`src/sv/md5_pkg.sv`:
```
// Shared constants, types and helper functions for the MD5 digest block.
`default_nettype none

package md5_pkg;

   typedef logic [31:0] word_type;

   localparam int BLK_WORDS = 16;

   localparam word_type CHAIN_INIT [4] = '{
      32'h67452301, 32'hefcdab89, 32'h98badcfe, 32'h10325476
   };

   localparam word_type ROUND_K [64] = '{
      32'hd76aa478, 32'he8c7b756, 32'h242070db, 32'hc1bdceee,
      32'hf57c0faf, 32'h4787c62a, 32'ha8304613, 32'hfd469501,
      32'h698098d8, 32'h8b44f7af, 32'hffff5bb1, 32'h895cd7be,
      32'h6b901122, 32'hfd987193, 32'ha679438e, 32'h49b40821,
      32'hf61e2562, 32'hc040b340, 32'h265e5a51, 32'he9b6c7aa,
      32'hd62f105d, 32'h02441453, 32'hd8a1e681, 32'he7d3fbc8,
      32'h21e1cde6, 32'hc33707d6, 32'hf4d50d87, 32'h455a14ed,
      32'ha9e3e905, 32'hfcefa3f8, 32'h676f02d9, 32'h8d2a4c8a,
      32'hfffa3942, 32'h8771f681, 32'h6d9d6122, 32'hfde5380c,
      32'ha4beea44, 32'h4bdecfa9, 32'hf6bb4b60, 32'hbebfbc70,
      32'h289b7ec6, 32'heaa127fa, 32'hd4ef3085, 32'h04881d05,
      32'hd9d4d039, 32'he6db99e5, 32'h1fa27cf8, 32'hc4ac5665,
      32'hf4292244, 32'h432aff97, 32'hab9423a7, 32'hfc93a039,
      32'h655b59c3, 32'h8f0ccc92, 32'hffeff47d, 32'h85845dd1,
      32'h6fa87e4f, 32'hfe2ce6e0, 32'ha3014314, 32'h4e0811a1,
      32'hf7537e82, 32'hbd3af235, 32'h2ad7d2bb, 32'heb86d391
   };

   localparam logic [4:0] ROT_S [16] = '{
      5'd7, 5'd12, 5'd17, 5'd22, 5'd5, 5'd9, 5'd14, 5'd20,
      5'd4, 5'd11, 5'd16, 5'd23, 5'd6, 5'd10, 5'd15, 5'd21
   };

   // Index of the message word that a given round consumes.
   function automatic logic [3:0] msg_index(input logic [5:0] rnd);
      logic [3:0] lo;
      logic [3:0] idx;
      lo = rnd[3:0];
      unique case (rnd[5:4])
         2'd0: idx = lo;
         2'd1: idx = lo + {lo[1:0], 2'b00} + 4'd1;
         2'd2: idx = lo + {lo[2:0], 1'b0} + 4'd5;
         default: idx = {lo[0], 3'b000} - lo;
      endcase
      return idx;
   endfunction

   function automatic word_type round_func(input logic [1:0] phase, input word_type b,
                                           input word_type c, input word_type d);
      word_type f;
      unique case (phase)
         2'd0: f = (b & c) | (~b & d);
         2'd1: f = (b & d) | (c & ~d);
         2'd2: f = b ^ c ^ d;
         default: f = c ^ (b | ~d);
      endcase
      return f;
   endfunction

   function automatic word_type rotl(input word_type x, input logic [4:0] s);
      logic [63:0] dbl;
      dbl = {x, x} << s;
      return dbl[63:32];
   endfunction

endpackage

`default_nettype wire

```
`src/sv/md5_ram.sv`:
```
// Generic single-port-write, single-port-read RAM with a registered read.
`default_nettype none

module md5_ram #(
   parameter int WIDTH = 32,
   parameter int DEPTH = 16
) (
   input  wire logic                     clock,
   input  wire logic                     wr_en,
   input  wire logic [$clog2(DEPTH)-1:0] wr_addr,
   input  wire logic [WIDTH-1:0]         wr_data,
   input  wire logic [$clog2(DEPTH)-1:0] rd_addr,
   output logic      [WIDTH-1:0]         rd_data
);

   logic [WIDTH-1:0] mem_ff [DEPTH];
   logic [WIDTH-1:0] rd_data_ff;

   always_ff @(posedge clock) begin
      if (wr_en) begin
         mem_ff[wr_addr] <= wr_data;
      end
      rd_data_ff <= mem_ff[rd_addr];
   end

   assign rd_data = rd_data_ff;

endmodule

`default_nettype wire

```
`src/sv/md5_message_digest_top.sv`:
```
// Top level of the MD5 digest block: byte intake, padding, round sequencer and digest output.
//
//   channel | direction | words                   | payload
//   req_    | in        | one per message byte    | data_byte, byte_present, end_message
//   rsp_    | out       | four per message        | digest_word, word_index, last_word
//
// A word without an end mark is accepted in ST_IDLE; when it completes a 64-byte block the
// compression follows (two fetch steps, 64 rounds on the shared round adder, one chaining add)
// and no new byte is taken until it ends. An end word adds a padding pass of up to 16 words
// and a compression pass, twice when the length does not fit, and then the four digest words
// wait for rsp_ready.
// Reset restores the initial chaining words and a zero byte count; req_ready is low through
// every padding and compression pass, and after an end word until the last digest word is taken.
`default_nettype none

module md5_message_digest_top (
   input  wire logic              clock,
   input  wire logic              reset,
   input  wire logic              req_valid,
   output logic                   req_ready,
   input  wire logic [7:0]        req_data_byte,
   input  wire logic              req_byte_present,
   input  wire logic              req_end_message,
   output logic                   rsp_valid,
   input  wire logic              rsp_ready,
   output md5_pkg::word_type      rsp_digest_word,
   output logic [1:0]             rsp_word_index,
   output logic                   rsp_last_word
);
   import md5_pkg::*;

   typedef enum logic [2:0] {
      ST_IDLE, ST_PREP0, ST_PREP1, ST_ROUND, ST_ADD, ST_PAD, ST_OUT
   } state_type;

   state_type   state_ff, state_in;
   logic [60:0] cnt_ff, cnt_in;
   word_type    acc_ff, acc_in;
   word_type    ch_ff [4];
   word_type    ch_in [4];
   word_type    a_ff, a_in, b_ff, b_in, c_ff, c_in, d_ff, d_in;
   word_type    kw_ff, kw_in;
   logic [5:0]  rd_ff, rd_in;
   logic [3:0]  wp_ff, wp_in;
   logic        pad_pend_ff, pad_pend_in;
   logic        len_blk_ff, len_blk_in;
   logic        fin_ff, fin_in;
   logic        padding_ff, padding_in;
   logic [1:0]  idx_ff, idx_in;

   logic        ram_we;
   logic [3:0]  ram_waddr;
   word_type    ram_wdata;
   logic [3:0]  ram_raddr;
   word_type    ram_rdata;

   logic        req_take;
   logic        rsp_take;
   logic [60:0] cnt_inc;
   word_type    word_with;
   word_type    pad_word;
   logic [63:0] bit_len;
   word_type    round_sum;
   word_type    round_rot;
   logic [5:0]  rd_next;
   logic [5:0]  rd_next2;
   logic [1:0]  lane;

   md5_ram #(
      .WIDTH (32),
      .DEPTH (BLK_WORDS)
   ) u_blk_ram (
      .clock   (clock),
      .wr_en   (ram_we),
      .wr_addr (ram_waddr),
      .wr_data (ram_wdata),
      .rd_addr (ram_raddr),
      .rd_data (ram_rdata)
   );

   assign req_ready       = (state_ff == ST_IDLE);
   assign rsp_valid       = (state_ff == ST_OUT);
   assign rsp_digest_word = ch_ff[idx_ff];
   assign rsp_word_index  = idx_ff;
   assign rsp_last_word   = (idx_ff == 2'd3);

   assign req_take = req_valid && req_ready;
   assign rsp_take = rsp_valid && rsp_ready;
   assign cnt_inc  = cnt_ff + 61'd1;
   assign lane     = cnt_ff[1:0];
   assign bit_len  = {cnt_ff, 3'b000};
   assign rd_next  = rd_ff + 6'd1;
   assign rd_next2 = rd_ff + 6'd2;

   assign round_sum = a_ff + round_func(rd_ff[5:4], b_ff, c_ff, d_ff) + kw_ff;
   assign round_rot = rotl(round_sum, ROT_S[{rd_ff[5:4], rd_ff[1:0]}]);

   always_comb begin
      word_with = acc_ff;
      word_with[8*lane +: 8] = req_data_byte;
   end

   always_comb begin
      for (int k = 0; k < 4; k++) begin
         if (2'(k) < lane) begin
            pad_word[8*k +: 8] = acc_ff[8*k +: 8];
         end else if (2'(k) == lane) begin
            pad_word[8*k +: 8] = 8'h80;
         end else begin
            pad_word[8*k +: 8] = 8'h00;
         end
      end
   end

   always_comb begin
      state_in    = state_ff;
      cnt_in      = cnt_ff;
      acc_in      = acc_ff;
      ch_in       = ch_ff;
      a_in        = a_ff;
      b_in        = b_ff;
      c_in        = c_ff;
      d_in        = d_ff;
      kw_in       = kw_ff;
      rd_in       = rd_ff;
      wp_in       = wp_ff;
      pad_pend_in = pad_pend_ff;
      len_blk_in  = len_blk_ff;
      fin_in      = fin_ff;
      padding_in  = padding_ff;
      idx_in      = idx_ff;
      ram_we      = 1'b0;
      ram_waddr   = cnt_ff[5:2];
      ram_wdata   = word_with;
      ram_raddr   = msg_index(6'd0);

      unique case (state_ff)
         ST_IDLE: begin
            if (req_take) begin
               if (req_byte_present) begin
                  cnt_in = cnt_inc;
                  acc_in = word_with;
                  ram_we = (lane == 2'd3);
                  if (cnt_ff[5:0] == 6'd63) begin
                     fin_in   = req_end_message;
                     state_in = ST_PREP0;
                  end else if (req_end_message) begin
                     fin_in      = 1'b1;
                     padding_in  = 1'b1;
                     pad_pend_in = 1'b1;
                     wp_in       = cnt_inc[5:2];
                     len_blk_in  = (cnt_inc[5:2] < 4'd14);
                     state_in    = ST_PAD;
                  end
               end else if (req_end_message) begin
                  fin_in      = 1'b1;
                  padding_in  = 1'b1;
                  pad_pend_in = 1'b1;
                  wp_in       = cnt_ff[5:2];
                  len_blk_in  = (cnt_ff[5:2] < 4'd14);
                  state_in    = ST_PAD;
               end
            end
         end
         ST_PAD: begin
            ram_we    = 1'b1;
            ram_waddr = wp_ff;
            if (pad_pend_ff) begin
               ram_wdata   = pad_word;
               pad_pend_in = 1'b0;
            end else if (len_blk_ff && wp_ff == 4'd14) begin
               ram_wdata = bit_len[31:0];
            end else if (len_blk_ff && wp_ff == 4'd15) begin
               ram_wdata = bit_len[63:32];
            end else begin
               ram_wdata = '0;
            end
            wp_in = wp_ff + 4'd1;
            if (wp_ff == 4'd15) begin
               state_in = ST_PREP0;
            end
         end
         ST_PREP0: begin
            a_in      = ch_ff[0];
            b_in      = ch_ff[1];
            c_in      = ch_ff[2];
            d_in      = ch_ff[3];
            ram_raddr = msg_index(6'd0);
            state_in  = ST_PREP1;
         end
         ST_PREP1: begin
            kw_in     = ROUND_K[0] + ram_rdata;
            ram_raddr = msg_index(6'd1);
            rd_in     = 6'd0;
            state_in  = ST_ROUND;
         end
         ST_ROUND: begin
            a_in      = d_ff;
            d_in      = c_ff;
            c_in      = b_ff;
            b_in      = b_ff + round_rot;
            kw_in     = ROUND_K[rd_next] + ram_rdata;
            ram_raddr = msg_index(rd_next2);
            rd_in     = rd_next;
            if (rd_ff == 6'd63) begin
               state_in = ST_ADD;
            end
         end
         ST_ADD: begin
            ch_in[0] = ch_ff[0] + a_ff;
            ch_in[1] = ch_ff[1] + b_ff;
            ch_in[2] = ch_ff[2] + c_ff;
            ch_in[3] = ch_ff[3] + d_ff;
            if (!fin_ff) begin
               state_in = ST_IDLE;
            end else if (!padding_ff) begin
               padding_in  = 1'b1;
               pad_pend_in = 1'b1;
               wp_in       = cnt_ff[5:2];
               len_blk_in  = (cnt_ff[5:2] < 4'd14);
               state_in    = ST_PAD;
            end else if (!len_blk_ff) begin
               pad_pend_in = 1'b0;
               wp_in       = 4'd0;
               len_blk_in  = 1'b1;
               state_in    = ST_PAD;
            end else begin
               idx_in   = 2'd0;
               state_in = ST_OUT;
            end
         end
         ST_OUT: begin
            if (rsp_take) begin
               idx_in = idx_ff + 2'd1;
               if (idx_ff == 2'd3) begin
                  ch_in      = CHAIN_INIT;
                  cnt_in     = '0;
                  fin_in     = 1'b0;
                  padding_in = 1'b0;
                  state_in   = ST_IDLE;
               end
            end
         end
         default: begin
            state_in = ST_IDLE;
         end
      endcase
   end

   always_ff @(posedge clock) begin
      if (reset) begin
         state_ff   <= ST_IDLE;
         cnt_ff     <= '0;
         ch_ff      <= CHAIN_INIT;
         fin_ff     <= 1'b0;
         padding_ff <= 1'b0;
         idx_ff     <= 2'd0;
      end else begin
         state_ff   <= state_in;
         cnt_ff     <= cnt_in;
         ch_ff      <= ch_in;
         fin_ff     <= fin_in;
         padding_ff <= padding_in;
         idx_ff     <= idx_in;
      end
      acc_ff      <= acc_in;
      a_ff        <= a_in;
      b_ff        <= b_in;
      c_ff        <= c_in;
      d_ff        <= d_in;
      kw_ff       <= kw_in;
      rd_ff       <= rd_in;
      wp_ff       <= wp_in;
      pad_pend_ff <= pad_pend_in;
      len_blk_ff  <= len_blk_in;
   end

`ifndef ASSERT_OFF
   a_no_overlap: assert property (@(posedge clock) disable iff (reset)
      !(req_ready && rsp_valid))
      else $error("input and output handshakes open at the same time");

   a_restart: assert property (@(posedge clock) disable iff (reset)
      (rsp_take && rsp_last_word) |=> (cnt_ff == '0 && ch_ff[0] == CHAIN_INIT[0] && req_ready))
      else $error("chaining state not restored after the last digest word");

   a_round_step: assert property (@(posedge clock) disable iff (reset)
      (state_ff == ST_ROUND && rd_ff != 6'd63) |=> (state_ff == ST_ROUND
                                                   && rd_ff == $past(rd_ff) + 6'd1))
      else $error("round counter skipped");

   a_no_write_in_rounds: assert property (@(posedge clock) disable iff (reset)
      (state_ff == ST_ROUND || state_ff == ST_PREP1) |-> !ram_we)
      else $error("block store written during compression");
`endif

endmodule

`default_nettype wire
```
`config.mk`:
```
export PLATFORM = sky130hd
export DESIGN_NAME = md5_message_digest_top
export DESIGN_NICKNAME = d
export VERILOG_FILES = /design/src/sv/md5_pkg.sv /design/src/sv/md5_ram.sv /design/src/sv/md5_message_digest_top.sv
export SDC_FILE = /design/constraint.sdc
export NUM_CORES = 2
export LEC_CHECK = 0
export BUFFER_PORTS_ARGS = -buffer_cell sky130_fd_sc_hd__buf_2
export CAP_MARGIN = 20
export CORE_MARGIN = 2
export CORE_UTILIZATION = 55
export CTS_BUF_LIST = sky130_fd_sc_hd__clkbuf_4
export CTS_CLUSTER_DIAMETER = 120
export DETAILED_ROUTE_END_ITERATION = 6
export PLACE_DENSITY = 0.76
export SYNTH_ARGS = -nofsm -noshare
export SYNTH_HDL_FRONTEND = slang
export SYNTH_HIERARCHICAL = 1
export SYNTH_SLANG_ARGS = --single-unit
```
`constraint.sdc`:
```
create_clock -name clock -period 9.4 [get_ports clock]
set_input_delay 0.94 -clock clock [delete_from_list [all_inputs] [get_ports clock]]
set_output_delay 0.94 -clock clock [all_outputs]
set_load 0.01 [all_outputs]
```
# Word-level counts from Yosys, hierarchy flattened
# Memories as Yosys holds them, arrays and structs flattened. A register that Yosys moved wholly into a read port is not among the register bits.
# Index checks and enable logic that the tools add are counted.
dict set report totals {
  register_bits 400
  ram_bits 512
  mem_bits_ro 2128
  out_inout_bits 37
  elab_cells 224
  mem_count 3
}
# memory words width read_ports rd_clocked_by_memory_dff wr line_no
set memory_table {}
lappend memory_table {{(no name shown)} 64 32 1 0 0 md5_message_digest_top.sv:202} ;# kw_in = ROUND_K[rd_next] + ram_rdata;
lappend memory_table {u_blk_ram.mem_ff 16 32 1 1 1 md5_ram.sv:16} ;# logic [WIDTH-1:0] mem_ff [DEPTH];
lappend memory_table {{(no name shown)} 16 5 1 0 0 md5_message_digest_top.sv:96} ;# assign round_rot = rotl(round_sum, ROT_S[{rd_ff[5:4], rd_ff[1:0]}]);
dict set report op_classes {
  addsub 20
  order_cmp 9
  eq_ne 32
  shifts 3
  n_mux 98
  n_bitwise 15
  reduce_logical 25
}
# cell count
set op_table {}
lappend op_table {{one-hot mux 32 bit (2 select lines)} 5}
lappend op_table {{adder 32 bit} 8}
lappend op_table {{2-to-1 mux 128 bit} 2}
lappend op_table {{2-to-1 mux 32 bit} 8}
lappend op_table {{one-hot mux 128 bit (2 select lines)} 1}
lappend op_table {{2-to-1 mux 61 bit} 4}
lappend op_table {{bitwise AND 32 bit} 4}
lappend op_table {{one-hot mux 61 bit (2 select lines)} 1}
lappend op_table {{OR 32 bit} 3}
lappend op_table {{one-hot mux 32 bit (3 select lines)} 1}
lappend op_table {{XOR 32 bit} 3}
lappend op_table {{binary-select mux 32 bit (select 2 bit)} 1}
lappend op_table {{2-to-1 mux 8 bit} 8}
lappend op_table {{NOT 32 bit} 2}
lappend op_table {{<< shifter 64 x 5 -> 64 bit} 1}
lappend op_table {{adder 61 x 1 -> 61 bit, second input constant} 1}
lappend op_table {{2-to-1 mux 4 bit} 9}
lappend op_table {{negator 5 -> 34 bit} 1}
lappend op_table {{variable shift 8 x 34 -> 32 bit, first input constant} 1}
lappend op_table {{indexed part select 8 x 34 -> 32 bit} 1}
lappend op_table {{adder 32 bit, first input constant} 1}
lappend op_table {{bitwise mux 32 bit} 1}
lappend op_table {{2-to-1 mux 1 bit} 29}
lappend op_table {{2-to-1 mux 3 bit} 9}
lappend op_table {{48 further kinds} 97}

# Longest topological paths before layout
dict set report logic_depth {
  depth_word 9
  depth_mapped 39
  mapped_depth_nobuf 34
}

# Hierarchy
# Netlist, hierarchy kept.
# mod instances cells_each area_each_um2 seq_area_each_um2
set by_module_without_submodules {}
lappend by_module_without_submodules {md5_message_digest_top 1 4637 36585.1 10049.6}
lappend by_module_without_submodules {md5_ram 1 838 19835.3 16015.4}

# Worst setup path after synthesis
# OpenSTA, ideal clock, no wires.
dict set report synth_timing {
  kind {register -> register}
  startpoint {register rd_ff[4]}
  endpoint {register b_ff[29] (data pin)}
  setup_ns 0.263
  arrival_time_ns 8.219
  path_slack_ns 0.918
  stages_incl_launch_ff 38
  path_buffers 5
  period_less_slack_ns 8.482
  cell_sequence {edfxtp_1 > clkbuf_1 > buf_2 > buf_1 > clkbuf_1 > clkbuf_1 > xnor2_1 > a22oi_1 > a31oi_1 > a21oi_1 > fa_1 > ha_1 > fa_1 > a211oi_1 > o211a_1 > o21a_1 > nor3_2 > o2111ai_1 > (+2 left out) > o21ai_0 > mux2i_1 > mux2_2 > mux2_4 > a21oi_2 > ha_1 > a211oi_2 > nor2_1 > o31ai_4 > o21bai_1 > a221o_1 > a22o_1 > a2111o_1 > a31o_2 > a21o_1 > a21oi_2 > xor2_1 > o21ai_1}
}
dict set report synth_via {
  elab_chain_len 7
  word_cells_on_any_way 13
}
# item line_no
set synth_rtl {}
lappend synth_rtl {{start: declaration} md5_message_digest_top.sv:43} ;# logic [5:0] rd_ff, rd_in;
lappend synth_rtl {{start signal: assignment} md5_message_digest_top.sv:272} ;# rd_ff <= rd_in;
lappend synth_rtl {{equality test 2 bit (tied with other cells)} md5_pkg.sv:55} ;# unique case (phase)
lappend synth_rtl {{one-hot mux 32 bit (3 select lines) / memory read (16 x 5 bit) (equally long branches)} --}
lappend synth_rtl {{adder 32 bit / 2-to-1 mux 5 bit (equally long branches) (2 in series)} {md5_message_digest_top.sv:95, md5_message_digest_top.sv:96}}
lappend synth_rtl {{<< shifter 64 x 5 -> 64 bit (*)} md5_pkg.sv:66} ;# dbl = {x, x} << s;
lappend synth_rtl {{adder 32 bit (*)} md5_message_digest_top.sv:201} ;# b_in = b_ff + round_rot;
lappend synth_rtl {{one-hot mux 32 bit (2 select lines) (*)} md5_message_digest_top.sv:137} ;# unique case (state_ff)
lappend synth_rtl {{via b_in[29]} md5_message_digest_top.sv:41} ;# word_type a_ff, a_in, b_ff, b_in, c_ff, c_in, d_ff, d_in;
lappend synth_rtl {{end signal: assignment} md5_message_digest_top.sv:268} ;# b_ff <= b_in;
lappend synth_rtl {{end: declaration} md5_message_digest_top.sv:41}
# The timed path passes the listed nets; every way through them passes the cells marked *. The select of a mux whose other input is x is not followed.
# A chain may end at the register's enable or synchronous reset.

# Worst setup path after layout
dict set report layout_timing {
  startpoint {register rd_ff[5]}
  endpoint {register b_ff[30] (data pin)}
}
# The elaborated chain is that of the path after synthesis.

==> impl_results.md <==
* Synth Register Bits at 944
* Routed WL at 168000 um
* Num CTS Buffers at 232
* Register area share after synthesis at 46.2%
* Via count of the first global-routing pass at 43700
* Clock latency on the worst-skew pair at 1220 ps
* Final min period at 8720 ps
* GP Congestion at 0.968
* Most frequent cells in the layout: nand2_1, edfxtp_1, o21ai_0, nor2_1, clkbuf_4
* CP Launch Type: flip-flop
* Die height at 324 um
* Initial drt markers at 5341
* Final hold vios at 0
* Ys async rst share at 0%
* Clk buf depth at 3
* Layout Skew at 98.2 ps
* Setup crit end kind: flip-flop
* R2R cell count at 32
* Nets at 5857
* TritonRoute pass-1 iters at 6
* Post-Syn Nets at 5782
* Core outline area at 0.102 sq mm
* Die W at 324 um
* CP top delay family: compound AO/OA/AOI/OAI gates
* Synthesized area at 0.0564 sq mm
* Tcrit/Tclk final at 92.8%
* Max Clk Rate at 115 MHz
* Port bufs at 50
* Total grt overflow at 0
* Final setup fails at 0
* Setup TNS at 0 ps
* Fill count at 8219
* Buf/Inv on CP at 1
* Synth Area per Inst at 10.3 sq um
* Hold WC Path Type: input pin to flip-flop
* Unrepaired setup endpoints after global routing: no
* Post-route cell area at 0.0615 sq mm
* First-pass GRT wire length at 257000 um
* Pre-CTS setup slack at 633 ps
* Prevailing post-synth register cell: edfxtp_1
* Reg-to-reg endpoint: b_ff[30]$_DFFE_PP_
* Via count at 45800
* Hold depth at 3
* CTS tree: done
* Hold EP: acc_ff[29]$_DFFE_PP_
* Largest net degree at the start of global routing at 129
* CTS clock-pin slew for the worst setup and hold paths at 80 ps
* Synthesis Warnings at 6
* Syn Inst Count at 5475
* Crit path DAT at 9620 ps
* CP required at 10300 ps
* Max Transition Viols Final at 0
* Crit path kind: flip-flop to flip-flop
* Post-DP Area at 0.0582 sq mm
* Global Route Usage Sum at 31.8%
* Commonest non-fill, non-tap cell in the layout: nand2_1
* Critical Path Most Common Cell: nand2_1
* I/O Pins at 51
* Initial core utilization at 55.5%
* Worst setup margin at 678 ps
* Syn-to-layout area delta at 9.00%
* Status: finished clean
* Post-synth EDFFs at 716
* Slew HR at 20.0%
* R2r setup slk at 680 ps
* Post-synthesis cell type count at 106
* Clock root buffer: clkbuf_4
* Initial antenna violation count at 6
* Tightest Pin Transition at 1190 ps
* WL/cell at 23.6 um
* Hpwl dp at 113000 um
* Post-route DRC at 0
* CP max FO at 35
* CP max stage cell: edfxtp_1
* DR vias/cell at 6.41
* Max cap viols at 0
* Antenna-violating nets left at 0
* Worst hold start: req_data_byte[5]
* WP depth at 32
* Die area at 0.105 sq mm
* Layout cells sized above 1 at 14.5%
* H-tree Lvls at 4
* Critical R2R Launch: rd_ff[5]$_SDFFCE_PN0P_
* CTS Sinks at 944
* Max stage delay on crit path at 640 ps
* Num rows at 117
tightest hold or removal path: stages:
cell     delay (ps)
buf_2           160
nand2_1          70
o21ai_0          90
Yosys cell counts (30+ instances only):
cell	n	area, sq um
nor2_1	419	1570
a211oi_1	87	653
ha_1	250	3130
xor2_1	108	946
o21ai_0	407	2040
a21oi_1	345	1730
buf_1	45	169
nor3_1	78	390
a22oi_1	136	1020
dfxtp_1	228	4560
nor2b_1	30	188
xnor2_1	190	1660
o211ai_1	64	480
a21o_1	96	721
or3_1	34	213
o22ai_1	47	294
inv_1	124	465
clkbuf_1	224	841
mux2i_1	72	721
or2_2	41	257
a31oi_1	74	463
and3_1	40	250
fa_1	43	861
nand2b_1	37	231
o21a_1	61	458
mux4_2	164	3690
edfxtp_1	716	21500
nand3_1	106	531
o21bai_1	33	248
nand2_1	785	2950
cells by family (layout without fill, tap and decap cells):
| group | after synthesis | in the layout | share of synthesized area (%) |
|---|---|---|---|
| other | 0 | 10 | 0 |
| muxes | 256 | 256 | 8.23 |
| xor gates and xnor gates | 298 | 298 | 4.63 |
| buffers and inverters | 431 | 711 | 3.00 |
| adders and majority gates | 294 | 294 | 7.09 |
| AOI/OAI and AO/OA | 1557 | 1557 | 17.6 |
| and+or+nand+nor | 1695 | 1695 | 13.3 |
| DFF | 944 | 944 | 46.2 |
area by class of cell:
type	count	area, sq um	share of cell area, %
diodes	10	25.0	0.0407
clock buffers	352	2640	4.30
clock inverters	87	543	0.883
inverters	130	488	0.793
multi-input cells	4100	29000	47.1
flip-flops and latches	944	26100	42.4
well taps	1368	1710	2.78
repair buffers	142	1030	1.67
repair_timing:
item                       in CTS  in global routing
setup endpoints to repair       0                  3
resized for setup               0                  2
hold endpoints to repair        1                  0
setup buffers                   0                  0
hold buffers                    1                  0
worst max-delay path by stage:
stage,slack (ps),from,endpoint
3_3_place_gp,860,rd_ff[5]$_SDFFCE_PN0P_,b_ff[30]$_DFFE_PP_
2_1_floorplan,920,rd_ff[4]$_SDFFCE_PN0P_,b_ff[29]$_DFFE_PP_
3_5_place_dp,630,rd_ff[5]$_SDFFCE_PN0P_,b_ff[30]$_DFFE_PP_
5_1_grt,70,rd_ff[5]$_SDFFCE_PN0P_,b_ff[30]$_DFFE_PP_
4_1_cts,600,rd_ff[5]$_SDFFCE_PN0P_,b_ff[30]$_DFFE_PP_
6_report,680,rd_ff[5]$_SDFFCE_PN0P_,b_ff[30]$_DFFE_PP_
layer usage:
metal | wire, um | global-route usage [%] | share of wire [%] | vias up
met3 | 15500 | 6.57 | 9.2 | 466
li1 | - | - | - | 20800
met5 | 37 | 0 | 0.022 | -
met4 | 7740 | 15.6 | 4.6 | 4
met1 | 65500 | 40.5 | 39 | 22000
met2 | 79400 | 52.0 | 47 | 2426
per-stage QoR:
step / instances / hold slack (ps) / util, %
after detailed placement: 6682 / 502 / 57.2
after CTS: 7122 / 85.5 / 60.4
after global routing: 7129 / 146 / 60.4
after floorplan: 5475 / 455 / -
final: 7133 / 165 / 60.4
after global placement: 6682 / 483 / 57.2
state kept, by name, indices dropped and copies added (netlist names):
register / cells
len_blk_ff: 1
rsp_word_index: 2
a_ff: 32
b_ff: 32
c_ff: 32
padding_ff: 1
d_ff: 32
rd_ff: 6
acc_ff: 32
kw_ff: 32
wp_ff: 4
pad_pend_ff: 1
cnt_ff: 61
u_blk_ram/mem_ff: 512
fin_ff: 1
u_blk_ram/rd_data: 32
ch_ff: 128
state_ff: 3
Power is not shown: default switching activity piles up to over one toggle a cycle in this logic, so the estimate is an artifact.
